--- config.mk ---
export PLATFORM = sky130hd
export DESIGN_NAME = gmbm_mac
export DESIGN_NICKNAME = d
export VERILOG_FILES = /design/src/rtl/gmbm_pkg.sv /design/src/rtl/gmbm_mac.sv
export SDC_FILE = /design/constraint.sdc
export NUM_CORES = 2
export LEC_CHECK = 0
export ABC_CLOCK_PERIOD_IN_PS = 6300
export BUFFER_PORTS_ARGS = -buffer_cell sky130_fd_sc_hd__buf_2
export CORE_ASPECT_RATIO = 2
export CORE_MARGIN = 2
export CORE_UTILIZATION = 45
export CTS_BUF_LIST = sky130_fd_sc_hd__clkbuf_8
export DETAILED_ROUTE_END_ITERATION = 12
export PLACE_DENSITY = 0.75
export SYNTH_ARGS = -nofsm -noshare
export SYNTH_HDL_FRONTEND = slang
export SYNTH_SLANG_ARGS = --single-unit
--- constraint.sdc ---
create_clock -name clk -period 6.3 [get_ports clk]
set_input_delay 0.315 -clock clk [delete_from_list [all_inputs] [get_ports clk]]
set_output_delay 0.315 -clock clk [all_outputs]
set_load 0.03 [all_outputs]
--- src/rtl/gmbm_pkg.sv ---
// Shared types and constants of the Gaussian mixture background model.
// Holds the word formats, the configuration record and the unit request types.
// No dependencies.
package gmbm_pkg;

    localparam int PIXELS_DEF        = 131072;
    localparam int COMPONENTS_DEF    = 3;
    localparam int WARMUP_FRAMES_DEF = 10;

    localparam int IDX_W     = 17;
    localparam int PIX_W     = 8;
    localparam int FRAME_W   = 16;
    localparam int MEAN_W    = 16;
    localparam int VAR_W     = 24;
    localparam int WGT_W     = 17;
    localparam int COMP_W    = MEAN_W + VAR_W + WGT_W;
    localparam int RATE_W    = 16;
    localparam int SIGMA_W   = 12;
    localparam int WSUM_W    = 12;
    localparam int WSQ_W     = 20;
    localparam int SUM_W     = 20;

    localparam int MAC_OW    = 25;
    localparam int MAC_PW    = 50;

    localparam int DIV_RW    = 20;
    localparam int DIV_LW    = 28;
    localparam int DIV_CW    = 5;

    localparam int PADDR_W   = 5;
    localparam int PDATA_W   = 32;

    localparam logic [WGT_W-1:0] ONE_Q16    = 17'd65536;
    localparam logic [WGT_W-1:0] NEW_WEIGHT = 17'd3277;
    localparam logic [VAR_W-1:0] VAR_MAX    = 24'hFFFFFF;

    localparam logic [2:0] REG_UNIMODAL  = 3'd0;
    localparam logic [2:0] REG_RATE      = 3'd1;
    localparam logic [2:0] REG_SIGMA     = 3'd2;
    localparam logic [2:0] REG_START_VAR = 3'd3;
    localparam logic [2:0] REG_MARGIN    = 3'd4;
    localparam logic [2:0] REG_SELECTIVE = 3'd5;

    typedef struct packed {
        logic [IDX_W-1:0]   pixel_index;
        logic [PIX_W-1:0]   pixel_value;
        logic [FRAME_W-1:0] frame_number;
    } pixel_in_t;

    typedef struct packed {
        logic [IDX_W-1:0] pixel_index_out;
        logic             foreground;
    } pixel_out_t;

    typedef struct packed {
        logic               unimodal_mode;
        logic [RATE_W-1:0]  learn_rate;
        logic [SIGMA_W-1:0] sigma_multiple;
        logic [VAR_W-1:0]   start_variance;
        logic [RATE_W-1:0]  weight_margin;
        logic               selective_update;
    } cfg_t;

    typedef struct packed {
        logic [MAC_OW-1:0] a;
        logic [MAC_OW-1:0] b;
        logic [MAC_PW-1:0] c;
    } mac_req_t;

    typedef struct packed {
        logic              start;
        logic [DIV_RW-1:0] rem_init;
        logic [DIV_LW-1:0] low_init;
        logic [DIV_CW-1:0] nbits;
        logic [DIV_RW-1:0] divisor;
    } div_req_t;

    typedef struct packed {
        logic              done;
        logic [DIV_LW-1:0] quot;
        logic [DIV_RW-1:0] rem;
    } div_rsp_t;

endpackage

--- src/rtl/gmbm_mac.sv ---
// Shared multiply-add unit: one product plus an addend, registered.
// Depends on gmbm_pkg.
module gmbm_mac (
    input  logic                       clk,
    input  gmbm_pkg::mac_req_t         req,
    output logic [gmbm_pkg::MAC_PW-1:0] prod
);
    import gmbm_pkg::*;

    logic [MAC_PW-1:0] prod_reg;

    always_ff @(posedge clk)
    begin
        prod_reg <= MAC_PW'(req.a) * MAC_PW'(req.b) + req.c;
    end

    assign prod = prod_reg;

endmodule

## After elaboration in Yosys (flattened, before gate mapping)

Cells that the tools add are included.

| word-level totals | value |
|---|---|
| input bits | 101 |
| word-level logic and storage cells | 3 |
| output and inout port bits | 50 |
| bits in registers | 50 |

| cells by class | value |
|---|---|
| add/subtract/negate cells | 1 |
| multiply operators | 1 |

Operators with widths:

| kind | count |
|---|---|
| adder 50 bit | 1 |
| multiplier 25 x 25 -> 50 bit | 1 |

## Depth between registers and ports, before layout

| logic depth | value |
|---|---|
| depth in word-level cells | 2 |
| depth in mapped cells | 27 |
| depth with buffers taken out | 24 |

## Worst setup path before layout

OpenSTA, ideal clock, no wires.

| timing path | value |
|---|---|
| path kind | in2reg |
| start | input port req[54] (netlist name) |
| end | register prod_reg[47], in the netlist prod[47] |
| data required time | 6.228 ns |
| arrival | 6.536 ns |
| slack | -0.308 ns |
| cell stages on the path | 27 |
| setup time | 0.072 ns |
| buffers on the path | 3 |
| cell sequence | clkbuf_1 clkbuf_1 nand2_1 fa_1 inv_1 fa_1 inv_1 fa_1 inv_1 fa_1 inv_1 fa_1 inv_1 fa_1 inv_1 fa_1 inv_1 ha_1 buf_2 and4_1 nand2_1 a2bb2oi_2 o311a_4 o31ai_4 a221o_2 a31oi_1 xnor2_1 |

| between the ends | value |
|---|---|
| word-level cells in the longest chain between the ends | 2 |

RTL lines:

| element | line | text |
|---|---|---|
| start, declared | gmbm_mac.sv:5 | `input gmbm_pkg::mac_req_t req,` |
| multiplier 25 x 25 -> 50 bit | gmbm_mac.sv:14 | `prod_reg <= MAC_PW'(req.a) * MAC_PW'(req.b) + req.c;` |
| adder 50 bit | gmbm_mac.sv:14 |  |
| end signal, assigned | gmbm_mac.sv:14 |  |
| end, declared | gmbm_mac.sv:10 | `logic [MAC_PW-1:0] prod_reg;` |

No other way between the ends.

## Worst setup path after layout

| timing path | value |
|---|---|
| start | input port req[60] (netlist name) |
| end | register prod_reg[48], in the netlist prod[48] |

Same word-level chain as after synthesis.

==> qor.yml <==
die:
  die_y_um: 324
  rows: 117
  start_util: 0.454
  die_x_um: 164
  io_pins: 151
  core_um2: 50800
  fp.dieArea_um2: 53200
timing:
  min_period_ns: 6.21
  relSlewSlack: 0.725
  rsz0062_at_grt: "yes"
  tns_ns: 0
  hold_viol: 0
  drv_slew: 0
  worst_pin_slew_ns: 0.409
  fin_crit_sh: 0.985
  setup_ws_ns: 0.0933
  setup_viol: 0
  max_freq_mhz: 161
clock_tree:
  clock-root-buffer: "clkbuf_8"
  cts_buffers: 5
  cts_buffer_depth: 2
  clock_sinks: 50
  cts_tree: "yes"
  cts_max_level: 2
  cts.clk_slew.worst_paths_ns: 0.13
finish:
  largest_reg_flops: 50
  seqCellArea_um2: 1000
  fill_cells: 4487
  final_nets: 3716
  drive_gt1_frac: 0.196
  final_cells: 3518
  final_util: 0.536
  multi_input_area_um2: 19600
  syn_to_final_growth_pct: 18.0
hold_path:
  min_path_cells: 2
  hp-class: "in -> reg"
status:
  status: "finished, final reports clean"
yosys:
  yosys.area.top_type: "fa_1"
  synth_edf_count: 0
  ys_warn_count: 0
  syn_inst: 2539
  ys_ff_latch: 50
  synth_ff_type: "dfxtp_1"
  ys_types: 67
  synth_seq_area_share: 0.0434
  netlist_top_cells_area: "fa_1, inv_1, ha_1, and2_1, nand2_1"
  netlist_area_um2: 23100
  synth_top_area_share: 0.499
  avgSynthCellArea_um2: 9.09
  synth_nets: 3393
  synthArstFlopShare: 0
drt:
  detail-route-antenna-nets: 0
  via_count: 18500
  drt-total-wl_um: 74900
  wl_per_cell_um: 21.3
  drt-initial-drc-count: 900
  drcViolationCount: 0
  vias_per_cell: 5.27
  first_pass_iters: 7
placement:
  placed_cells: 3504
  place.port_buffers: 150
  place.detailed.hpwl_um: 64600
  preCtsSetupSlack_ns: -0.605
  routabilityCongestion: 1.05
run:
  max_cap_viol_count: 0
setup_path:
  start_kind: "input port"
  crit_path_end_kind: "flop"
  worstPathMaxFanout: 12
  worstPathArrival_ns: 6.47
  critPathKind: "in -> reg"
  required_ns: 6.56
global_routing:
  grt.overflow.total: 0
  grt_pass1_wl_um: 112000
  grt_pass1_vias: 20900
  grtUsageTotal: 0.290
  antenna_found_initial: 2
  grt_max_degree: 19
==> metrics by stage <==
stage | hold WS (ns) | cell area [um2]
final | 0.189 | 27200
after detailed placement | 0.554 | 26400
after floorplan | 0.445 | 23100
after global routing | 0.176 | 27200
after CTS | 0.170 | 26700
after global placement | 0.548 | 26400
==> cell families (layout without fill, tap and decap cells) <==
logic type	Yosys count	after routing	share of synthesized area
buffers and inverters	801	1125	0.133
adder cells (fa/ha/maj)	753	753	0.595
AND/OR/NAND/NOR	727	727	0.159
AO/OA/AOI/OAI	159	159	0.0509
flip-flops	50	50	0.0434
XOR/XNOR	49	49	0.0186
other	0	1	0
==> per-layer routing <==
metal | part of all wire | GRT usage | vias to the layer above
met5 | 0 | 0 | -
met4 | 0.14 | 0.324 | 0
met3 | 0.053 | 0.0495 | 442
met2 | 0.54 | 0.526 | 834
met1 | 0.27 | 0.245 | 9314
li1 | - | - | 7938
==> cells in the final DEF, fill, tap and decap left out, drive strengths merged, types with 3 or more instances in the layout <==
| cell type | instances |
|---|---|
| inv | 686 |
| fa | 575 |
| buf | 427 |
| nand2 | 338 |
| and2 | 327 |
| ha | 178 |
| dfxtp | 50 |
| a21oi | 45 |
| xnor2 | 31 |
| o21ai | 30 |
| a21o | 28 |
| xor2 | 18 |
| nor2 | 16 |
| a31oi | 11 |
| clkbuf | 11 |
| nand4 | 10 |
| and3 | 9 |
| o31ai | 7 |
| nand2b | 5 |
| nand3 | 5 |
| nor3 | 5 |
| o21a | 4 |
| o21bai | 4 |
| or2 | 4 |
| nor2b | 3 |
| o31a | 3 |
| and4 | 3 |
| a211oi | 3 |
| o211ai | 3 |
==> worst paths after layout <==
path	startpoint	endpoint	slack, ns
max	req[60]	prod[48]	0.09
min	req[0]	prod[0]	0.19
==> what timing repair did <==
item,in CTS,in global routing
setup buffers,2,5
pin swaps,13,66
hold buffers,0,0
endpoints found under the setup margin,18,23
gates resized for setup,51,111
==> worst max-delay path, cell delays in order <==
cell       delay (ns)
buf_4            0.17
buf_4            0.16
and2_1           0.17
fa_1             0.55
inv_1            0.06
fa_1             0.57
fa_1             0.47
fa_1             0.57
fa_1             0.46
fa_1             0.53
fa_1             0.60
inv_1            0.07
ha_1             0.32
a21o_1           0.18
a21o_1           0.20
a2111oi_2        0.35
buf_4            0.16
o22ai_1          0.07
o21ba_4          0.28
o31ai_4          0.06
xor2_1           0.15
==> cell type report <==
| class | count | area share |
|---|---|---|
| diodes | 1 | 0.0000919 |
| clock buffers | 5 | 0.00253 |
| clock inverters | 3 | 0.00106 |
| inverters | 684 | 0.0943 |
| multi-input cells | 1688 | 0.719 |
| flip-flops and latches | 50 | 0.0368 |
| well taps | 654 | 0.0301 |
| repair buffers | 433 | 0.117 |
==> Yosys cell counts (10+ instances only) <==
cell	n
fa_1	575
dfxtp_1	50
and2_1	327
clkbuf_1	103
nand2_1	338
a21oi_1	41
o21ai_0	18
ha_1	178
xnor2_1	31
xor2_1	18
nand4_1	10
inv_1	684
a21o_1	25
o21ai_1	10
nor2_1	16
a31oi_1	10
Power is left out: the tool's default activity adds up to more than one toggle a clock period on the data nets, which glitch-free logic cannot reach.
