$ cat config.mk
export PLATFORM = sky130hd
export DESIGN_NAME = gmbm_div
export DESIGN_NICKNAME = d
export VERILOG_FILES = /design/src/rtl/gmbm_pkg.sv /design/src/rtl/gmbm_div.sv
export SDC_FILE = /design/constraint.sdc
export NUM_CORES = 1
export LEC_CHECK = 0
export ABC_CLOCK_PERIOD_IN_PS = 4400
export BUFFER_PORTS_ARGS = -buffer_cell sky130_fd_sc_hd__buf_2
export CELL_PAD_IN_SITES_DETAIL_PLACEMENT = 0
export CELL_PAD_IN_SITES_GLOBAL_PLACEMENT = 1
export CORE_UTILIZATION = 40
export CTS_BUF_LIST = sky130_fd_sc_hd__clkbuf_8
export CTS_CLUSTER_DIAMETER = 100
export DETAILED_ROUTE_END_ITERATION = 8
export PLACE_DENSITY = 0.85
export SLEW_MARGIN = 20
export SYNTH_ARGS = -nofsm -noshare
export SYNTH_HDL_FRONTEND = slang
export SYNTH_SLANG_ARGS = --single-unit
$ cat constraint.sdc
create_clock -name clk -period 4.4 [get_ports clk]
set_clock_uncertainty 0.1 [all_clocks]
set_input_delay 0.88 -clock clk [delete_from_list [all_inputs] [get_ports clk]]
set_output_delay 0.88 -clock clk [all_outputs]
set_load 0.01 [all_outputs]
$ cat src/rtl/gmbm_pkg.sv
// Shared types and constants of the Gaussian mixture background model.
// Holds the word formats, the configuration record and the unit request types.
// No dependencies.
package gmbm_pkg;

    localparam int PIXELS_DEF        = 131072;
    localparam int COMPONENTS_DEF    = 3;
    localparam int WARMUP_FRAMES_DEF = 10;

    localparam int IDX_W     = 17;
    localparam int PIX_W     = 8;
    localparam int FRAME_W   = 16;
    localparam int MEAN_W    = 16;
    localparam int VAR_W     = 24;
    localparam int WGT_W     = 17;
    localparam int COMP_W    = MEAN_W + VAR_W + WGT_W;
    localparam int RATE_W    = 16;
    localparam int SIGMA_W   = 12;
    localparam int WSUM_W    = 12;
    localparam int WSQ_W     = 20;
    localparam int SUM_W     = 20;

    localparam int MAC_OW    = 25;
    localparam int MAC_PW    = 50;

    localparam int DIV_RW    = 20;
    localparam int DIV_LW    = 28;
    localparam int DIV_CW    = 5;

    localparam int PADDR_W   = 5;
    localparam int PDATA_W   = 32;

    localparam logic [WGT_W-1:0] ONE_Q16    = 17'd65536;
    localparam logic [WGT_W-1:0] NEW_WEIGHT = 17'd3277;
    localparam logic [VAR_W-1:0] VAR_MAX    = 24'hFFFFFF;

    localparam logic [2:0] REG_UNIMODAL  = 3'd0;
    localparam logic [2:0] REG_RATE      = 3'd1;
    localparam logic [2:0] REG_SIGMA     = 3'd2;
    localparam logic [2:0] REG_START_VAR = 3'd3;
    localparam logic [2:0] REG_MARGIN    = 3'd4;
    localparam logic [2:0] REG_SELECTIVE = 3'd5;

    typedef struct packed {
        logic [IDX_W-1:0]   pixel_index;
        logic [PIX_W-1:0]   pixel_value;
        logic [FRAME_W-1:0] frame_number;
    } pixel_in_t;

    typedef struct packed {
        logic [IDX_W-1:0] pixel_index_out;
        logic             foreground;
    } pixel_out_t;

    typedef struct packed {
        logic               unimodal_mode;
        logic [RATE_W-1:0]  learn_rate;
        logic [SIGMA_W-1:0] sigma_multiple;
        logic [VAR_W-1:0]   start_variance;
        logic [RATE_W-1:0]  weight_margin;
        logic               selective_update;
    } cfg_t;

    typedef struct packed {
        logic [MAC_OW-1:0] a;
        logic [MAC_OW-1:0] b;
        logic [MAC_PW-1:0] c;
    } mac_req_t;

    typedef struct packed {
        logic              start;
        logic [DIV_RW-1:0] rem_init;
        logic [DIV_LW-1:0] low_init;
        logic [DIV_CW-1:0] nbits;
        logic [DIV_RW-1:0] divisor;
    } div_req_t;

    typedef struct packed {
        logic              done;
        logic [DIV_LW-1:0] quot;
        logic [DIV_RW-1:0] rem;
    } div_rsp_t;

endpackage

$ cat src/rtl/gmbm_div.sv
// Restoring divider that settles one quotient bit per cycle.
// The caller preloads the upper remainder and the low dividend bits.
// Depends on gmbm_pkg.
module gmbm_div (
    input  logic               clk,
    input  logic               rst_n,
    input  gmbm_pkg::div_req_t req,
    output gmbm_pkg::div_rsp_t rsp
);
    import gmbm_pkg::*;

    logic              busy_reg, busy_next;
    logic              done_reg, done_next;
    logic [DIV_CW-1:0] cnt_reg, cnt_next;
    logic [DIV_RW-1:0] rem_reg, rem_next;
    logic [DIV_LW-1:0] low_reg, low_next;
    logic [DIV_LW-1:0] quot_reg, quot_next;
    logic [DIV_RW-1:0] divisor_reg, divisor_next;
    logic [DIV_RW:0]   trial;
    logic [DIV_RW:0]   diff;
    logic              fits;

    always_comb
    begin
        trial        = {rem_reg, low_reg[DIV_LW-1]};
        diff         = trial - {1'b0, divisor_reg};
        fits         = trial >= {1'b0, divisor_reg};
        busy_next    = busy_reg;
        done_next    = 1'b0;
        cnt_next     = cnt_reg;
        rem_next     = rem_reg;
        low_next     = low_reg;
        quot_next    = quot_reg;
        divisor_next = divisor_reg;
        if (req.start)
        begin
            busy_next    = 1'b1;
            cnt_next     = req.nbits;
            rem_next     = req.rem_init;
            low_next     = req.low_init;
            quot_next    = '0;
            divisor_next = req.divisor;
        end
        else if (busy_reg)
        begin
            rem_next  = fits ? diff[DIV_RW-1:0] : trial[DIV_RW-1:0];
            low_next  = {low_reg[DIV_LW-2:0], 1'b0};
            quot_next = {quot_reg[DIV_LW-2:0], fits};
            cnt_next  = cnt_reg - 1'b1;
            if (cnt_reg == DIV_CW'(1))
            begin
                busy_next = 1'b0;
                done_next = 1'b1;
            end
        end
    end

    always_ff @(posedge clk or negedge rst_n)
    begin
        if (!rst_n)
        begin
            busy_reg <= 1'b0;
            done_reg <= 1'b0;
            cnt_reg  <= '0;
        end
        else
        begin
            busy_reg <= busy_next;
            done_reg <= done_next;
            cnt_reg  <= cnt_next;
        end
    end

    always_ff @(posedge clk)
    begin
        rem_reg     <= rem_next;
        low_reg     <= low_next;
        quot_reg    <= quot_next;
        divisor_reg <= divisor_next;
    end

    assign rsp.done = done_reg;
    assign rsp.quot = quot_reg;
    assign rsp.rem  = rem_reg;

endmodule

# Word-level counts from Yosys, hierarchy flattened
# Cells that the tools add are included.
dict set report word_totals {
  regBits 103
  output_inout_bits 49
  wordCells 25
}
dict set report op_classes {
  addsub 2
  order_cmp 1
  n_eq_ne 1
  n_mux 13
  n_reduce_logical 1
}
# operator n
set op_table {}
lappend op_table {{$mux 20} 3}
lappend op_table {{$mux 28} 2}
lappend op_table {{$ge 21x20->1} 1}
lappend op_table {{$sub 20x20->20} 1}
lappend op_table {{$mux 5} 2}
lappend op_table {{$mux 1} 6}
lappend op_table {{$eq 5x1->1 const B} 1}
lappend op_table {{$sub 5x1->5 const B} 1}
lappend op_table {{$reduce_bool 2->1} 1}

# Depth between registers and ports, before layout
dict set report logic_depth {
  word_depth 4
  mapped_depth 12
}

# Worst setup path after synthesis
# No wires, ideal clock.
dict set report synth_timing {
  kind {register to register}
  start {register rem_reg[10]}
  end {register rem_reg[7], data pin}
  setup_ns 0.261
  t_arrival_ns 2.531
  required_ns 4.039
  slack_ns 1.509
  path_stages_with_launch 11
  n_path_buf 3
  period_less_slack_ns 2.891
  cell_sequence {edfxtp_1 > ha_1 > buf_2 > nand4_1 > or3_1 > or4_1 > o211ai_2 > a31oi_4 > buf_6 > clkbuf_1 > a221o_1}
}
dict set report synth_via {
  elab_chain_cells 4
}
# element line
set synth_rtl {}
lappend synth_rtl {{from (decl)} gmbm_div.sv:15} ;# logic [DIV_RW-1:0] rem_reg, rem_next;
lappend synth_rtl {{from (signal assigned)} gmbm_div.sv:76} ;# rem_reg <= rem_next;
lappend synth_rtl {{$ge 21x20->1} gmbm_div.sv:27} ;# fits = trial >= {1'b0, divisor_reg};
lappend synth_rtl {{$mux 20} gmbm_div.sv:46} ;# rem_next = fits ? diff[DIV_RW-1:0] : trial[DIV_RW-1:0];
lappend synth_rtl {{$mux 20} gmbm_div.sv:44} ;# else if (busy_reg)
lappend synth_rtl {{$mux 20} gmbm_div.sv:35} ;# if (req.start)
lappend synth_rtl {{named net rem_next[7]} gmbm_div.sv:15}
# The timed path passes the listed nets, and every way through them passes these cells. The select of a mux whose other input is x is not followed.
# A chain may end at the register's enable or synchronous reset.

# Worst setup path in the final report
dict set report layout_timing {
  start {register rem_reg[0]}
  end {register rem_reg[5], data pin}
}
dict set report layout_via {
  elab_chain_cells 4
  elab_cells_between_ends 5
  cone_classes {1 x add/sub; 1 x order compare; 3 x mux}
}
# element line
set layout_rtl {}
lappend layout_rtl {{$sub 20x20->20 or $ge 21x20->1 (tied branches)} {gmbm_div.sv:26, gmbm_div.sv:27}}
lappend layout_rtl {{$mux 20 *} gmbm_div.sv:46}
lappend layout_rtl {{$mux 20 *} gmbm_div.sv:44}
lappend layout_rtl {{$mux 20 *} gmbm_div.sv:35}
lappend layout_rtl {{named net rem_next[5]} gmbm_div.sv:15}
# The timed path passes the listed nets; every way through them passes the cells marked *. The select of a mux whose other input is x is not followed.

==> results.sh <==
export IMPL_status="completed"
export IMPL_setup_viol=0
export IMPL_grt_pass1_wl_mm=19.4
export IMPL_grt_remaining_overflow=0
export IMPL_antenna_left=0
export IMPL_r2r_slack_ps=970
export IMPL_synth_flop_cell="edfxtp_1"
export IMPL_synthTopCellsByArea="edfxtp_1 (38%), dfxtp_1 (10%), mux2_2 (6.5%), mux2i_1 (6.1%), ha_1 (5.1%)"
export IMPL_die_h_um=118
export IMPL_met2_usage_pct=28.7
export IMPL_reg2reg_depth=8
export IMPL_routedWlPerCell_um=15.9
export IMPL_max_freq_ghz=0.292
export IMPL_drt_total_wl_mm=12.1
export IMPL_fin_nets=686
export IMPL_end_kind="register"
export IMPL_fin_crit_ps=3430
export IMPL_layout_commonest_cell="buf_2"
export IMPL_criticalPathCategory="register to register"
export IMPL_track_usage_pct=17.5
export IMPL_power_static_leakage_nw=2.93
export IMPL_use_met3_pct=5.72
export IMPL_tns_ps=0
export IMPL_max_slew_margin_rel_pct=44.6
export IMPL_numCtsBuffers=9
export IMPL_drv_slew=0
export IMPL_grt_pass1_vias=3995
export IMPL_dp_cells=748
export IMPL_drc=0
export IMPL_r2r_end="rem_reg[5]"
export IMPL_ys_ff_latch=103
export IMPL_yosysTopAreaCell="edfxtp_1"
export IMPL_clockBufferDepth=2
export IMPL_dp_hpwl_mm=8.88
export IMPL_rr_startpoint="rem_reg[0]"
export IMPL_num_io_pins=125
export IMPL_tightest_slew_ps=821
export IMPL_area_growth_pct=17.8
export IMPL_critical_path_max_fanout=19
export IMPL_avgSynthCellArea_sq_um=11.4
export IMPL_cts_tree="done"
export IMPL_cts_repair_resized=0
export IMPL_crit_required_ps=4420
export IMPL_yosys_warnings=0
export IMPL_cts_hold_buf=0
export IMPL_power_density_nw_per_um2=549
export IMPL_clock_sinks=103
export IMPL_clkSlewWorstSetupHoldPaths_ps=90
export IMPL_hold_viol_final=0
export IMPL_startpoint_type="register"
export IMPL_syn_area_sq_um=5370
export IMPL_antenna_found_initial=1
export IMPL_rsz0062_at_grt="false"
export IMPL_rows=41
export IMPL_die_area_sq_um=13900
export IMPL_synth_top_area_share_pct=38.0
export IMPL_ir_worst_vdd_v=0.000216
export IMPL_grt_max_degree=131
export IMPL_dr_pass1_iters=4
export IMPL_core_area_sq_um=12900
export IMPL_synth_edff_count=68
export IMPL_yosysUniqueCellTypes=59
export IMPL_synthCells=473
export IMPL_post_cts_buffers=0
export IMPL_synth_seq_area_share_pct=51.7
export IMPL_hold_class="input port to asynchronous set/reset pin"
export IMPL_syn_nets=572
export IMPL_layout_common_cells="buf_2 (123), edfxtp_1 (68), nor2_1 (38)"
export IMPL_drive_gt1_share_pct=30.4
export IMPL_ys_async_sr_fraction_pct=6.80
export IMPL_initial_core_util_pct=41.7
export IMPL_fin_crit_sh_pct=77.9
export IMPL_drtIter0Drc=198
export IMPL_grtUsageMet1_pct=21.2
export IMPL_busiest_layer="met2"
export IMPL_root_buffer="clkbuf_8"
export IMPL_vias=3998
export IMPL_place_gp_congestion=0.882
export IMPL_maxCapViolCount=0
export IMPL_clock_latency_ps=360
export IMPL_instances_no_fill=766
export IMPL_htree_levels=3
export IMPL_via_per_inst=5.22
export IMPL_cp_data_arrival_time_ps=3450
export IMPL_port_buffers=124
export IMPL_die_w_um=118
-- per-layer routing --
| metal | routed length, um | vias up |
|---|---|---|
| met2 | 5770 | 103 |
| met3 | 868 | 22 |
| met5 | 0 | - |
| li1 | - | 1958 |
| met4 | 258 | 0 |
| met1 | 5240 | 1915 |
-- critical path, stage by stage, from the launching register on --
cell and delay (ps):
edfxtp_1 470, ha_1 340, nor2b_1 160, o31a_1 310, o41ai_1 330, a31oi_2 210
a31oi_4 620, mux2_1 380, mux2_2 260
-- cells by family after synthesis --
logic type,share of synthesized area [%]
compound gates,11.6
mux,13.1
simple gates,11.1
buf+inv,4.15
fa+ha+maj,5.50
xor+xnor,2.93
flops,51.7
-- cells in the mapped netlist (3+ instances only) --
master / instances
mux2_2: 31
nor3_1: 8
a31oi_1: 4
o31ai_1: 3
inv_1: 26
dfrtp_1: 7
ha_1: 22
a221o_1: 7
nand3b_1: 5
and3b_1: 4
nand3_1: 8
o21ai_0: 15
o21ai_1: 5
and3_1: 4
a21o_1: 7
o21bai_1: 3
buf_1: 6
dfxtp_1: 28
o21a_1: 3
nand2_1: 27
clkbuf_1: 12
nor2_1: 38
nor2b_1: 8
xnor2_1: 6
xor2_1: 12
a21oi_1: 24
a211oi_1: 3
edfxtp_1: 68
mux2i_1: 33
and2_1: 3
nand4_1: 3
buf_2: 4
-- where the power goes --
part / internal, W / leakage, nW / total [W] / switching [W]
Sequential: 0.00124 / 1.02 / 0.00134 / 0.000103
Clock: 0.000259 / 0.0982 / 0.000583 / 0.000324
Combinational: 0.000663 / 1.81 / 0.00155 / 0.000891
Total: 0.00216 / 2.93 / 0.00348 / 0.00132
-- area by class of cell --
cell class / instances / area [sq um]
inverter: 26 / 97.6
multi-input combinational: 318 / 2370
sequential: 103 / 2780
tap: 172 / 215
clock buffer: 9 / 124
fill: 1172 / 6550
clock inverter: 7 / 63.8
timing repair buffer: 129 / 673
antenna: 2 / 5.00
-- stage by stage --
| step | util (%) | hold WS, ps | total power, W | area (sq um) | setup slack [ps] |
|---|---|---|---|---|---|
| 2_1_floorplan | - | 416 | 0.00249 | 5370 | 1510 |
| 3_3_place_gp | 47.7 | 368 | 0.00288 | 6140 | 1090 |
| 3_5_place_dp | 47.7 | 390 | 0.00290 | 6140 | 1020 |
| 4_1_cts | 49.1 | 229 | 0.00349 | 6320 | 989 |
| 5_1_grt | 49.1 | 233 | 0.00371 | 6320 | 822 |
| 6_report | 49.1 | 241 | 0.00348 | 6330 | 972 |
-- how the worst max path moves through the flow --
stage | startpoint | end | slack (ps) | cells after the start
2_1_floorplan | rem_reg[10] | rem_reg[7] | 1510 | 10
3_3_place_gp | rem_reg[0] | rem_reg[5] | 1090 | 8
3_5_place_dp | rem_reg[0] | rem_reg[5] | 1020 | 8
4_1_cts | rem_reg[0] | rem_reg[5] | 990 | 8
5_1_grt | rem_reg[0] | rem_reg[5] | 820 | 8
6_report | rem_reg[0] | rem_reg[5] | 970 | 8
Note: power is estimated with default switching activity, not from simulation.
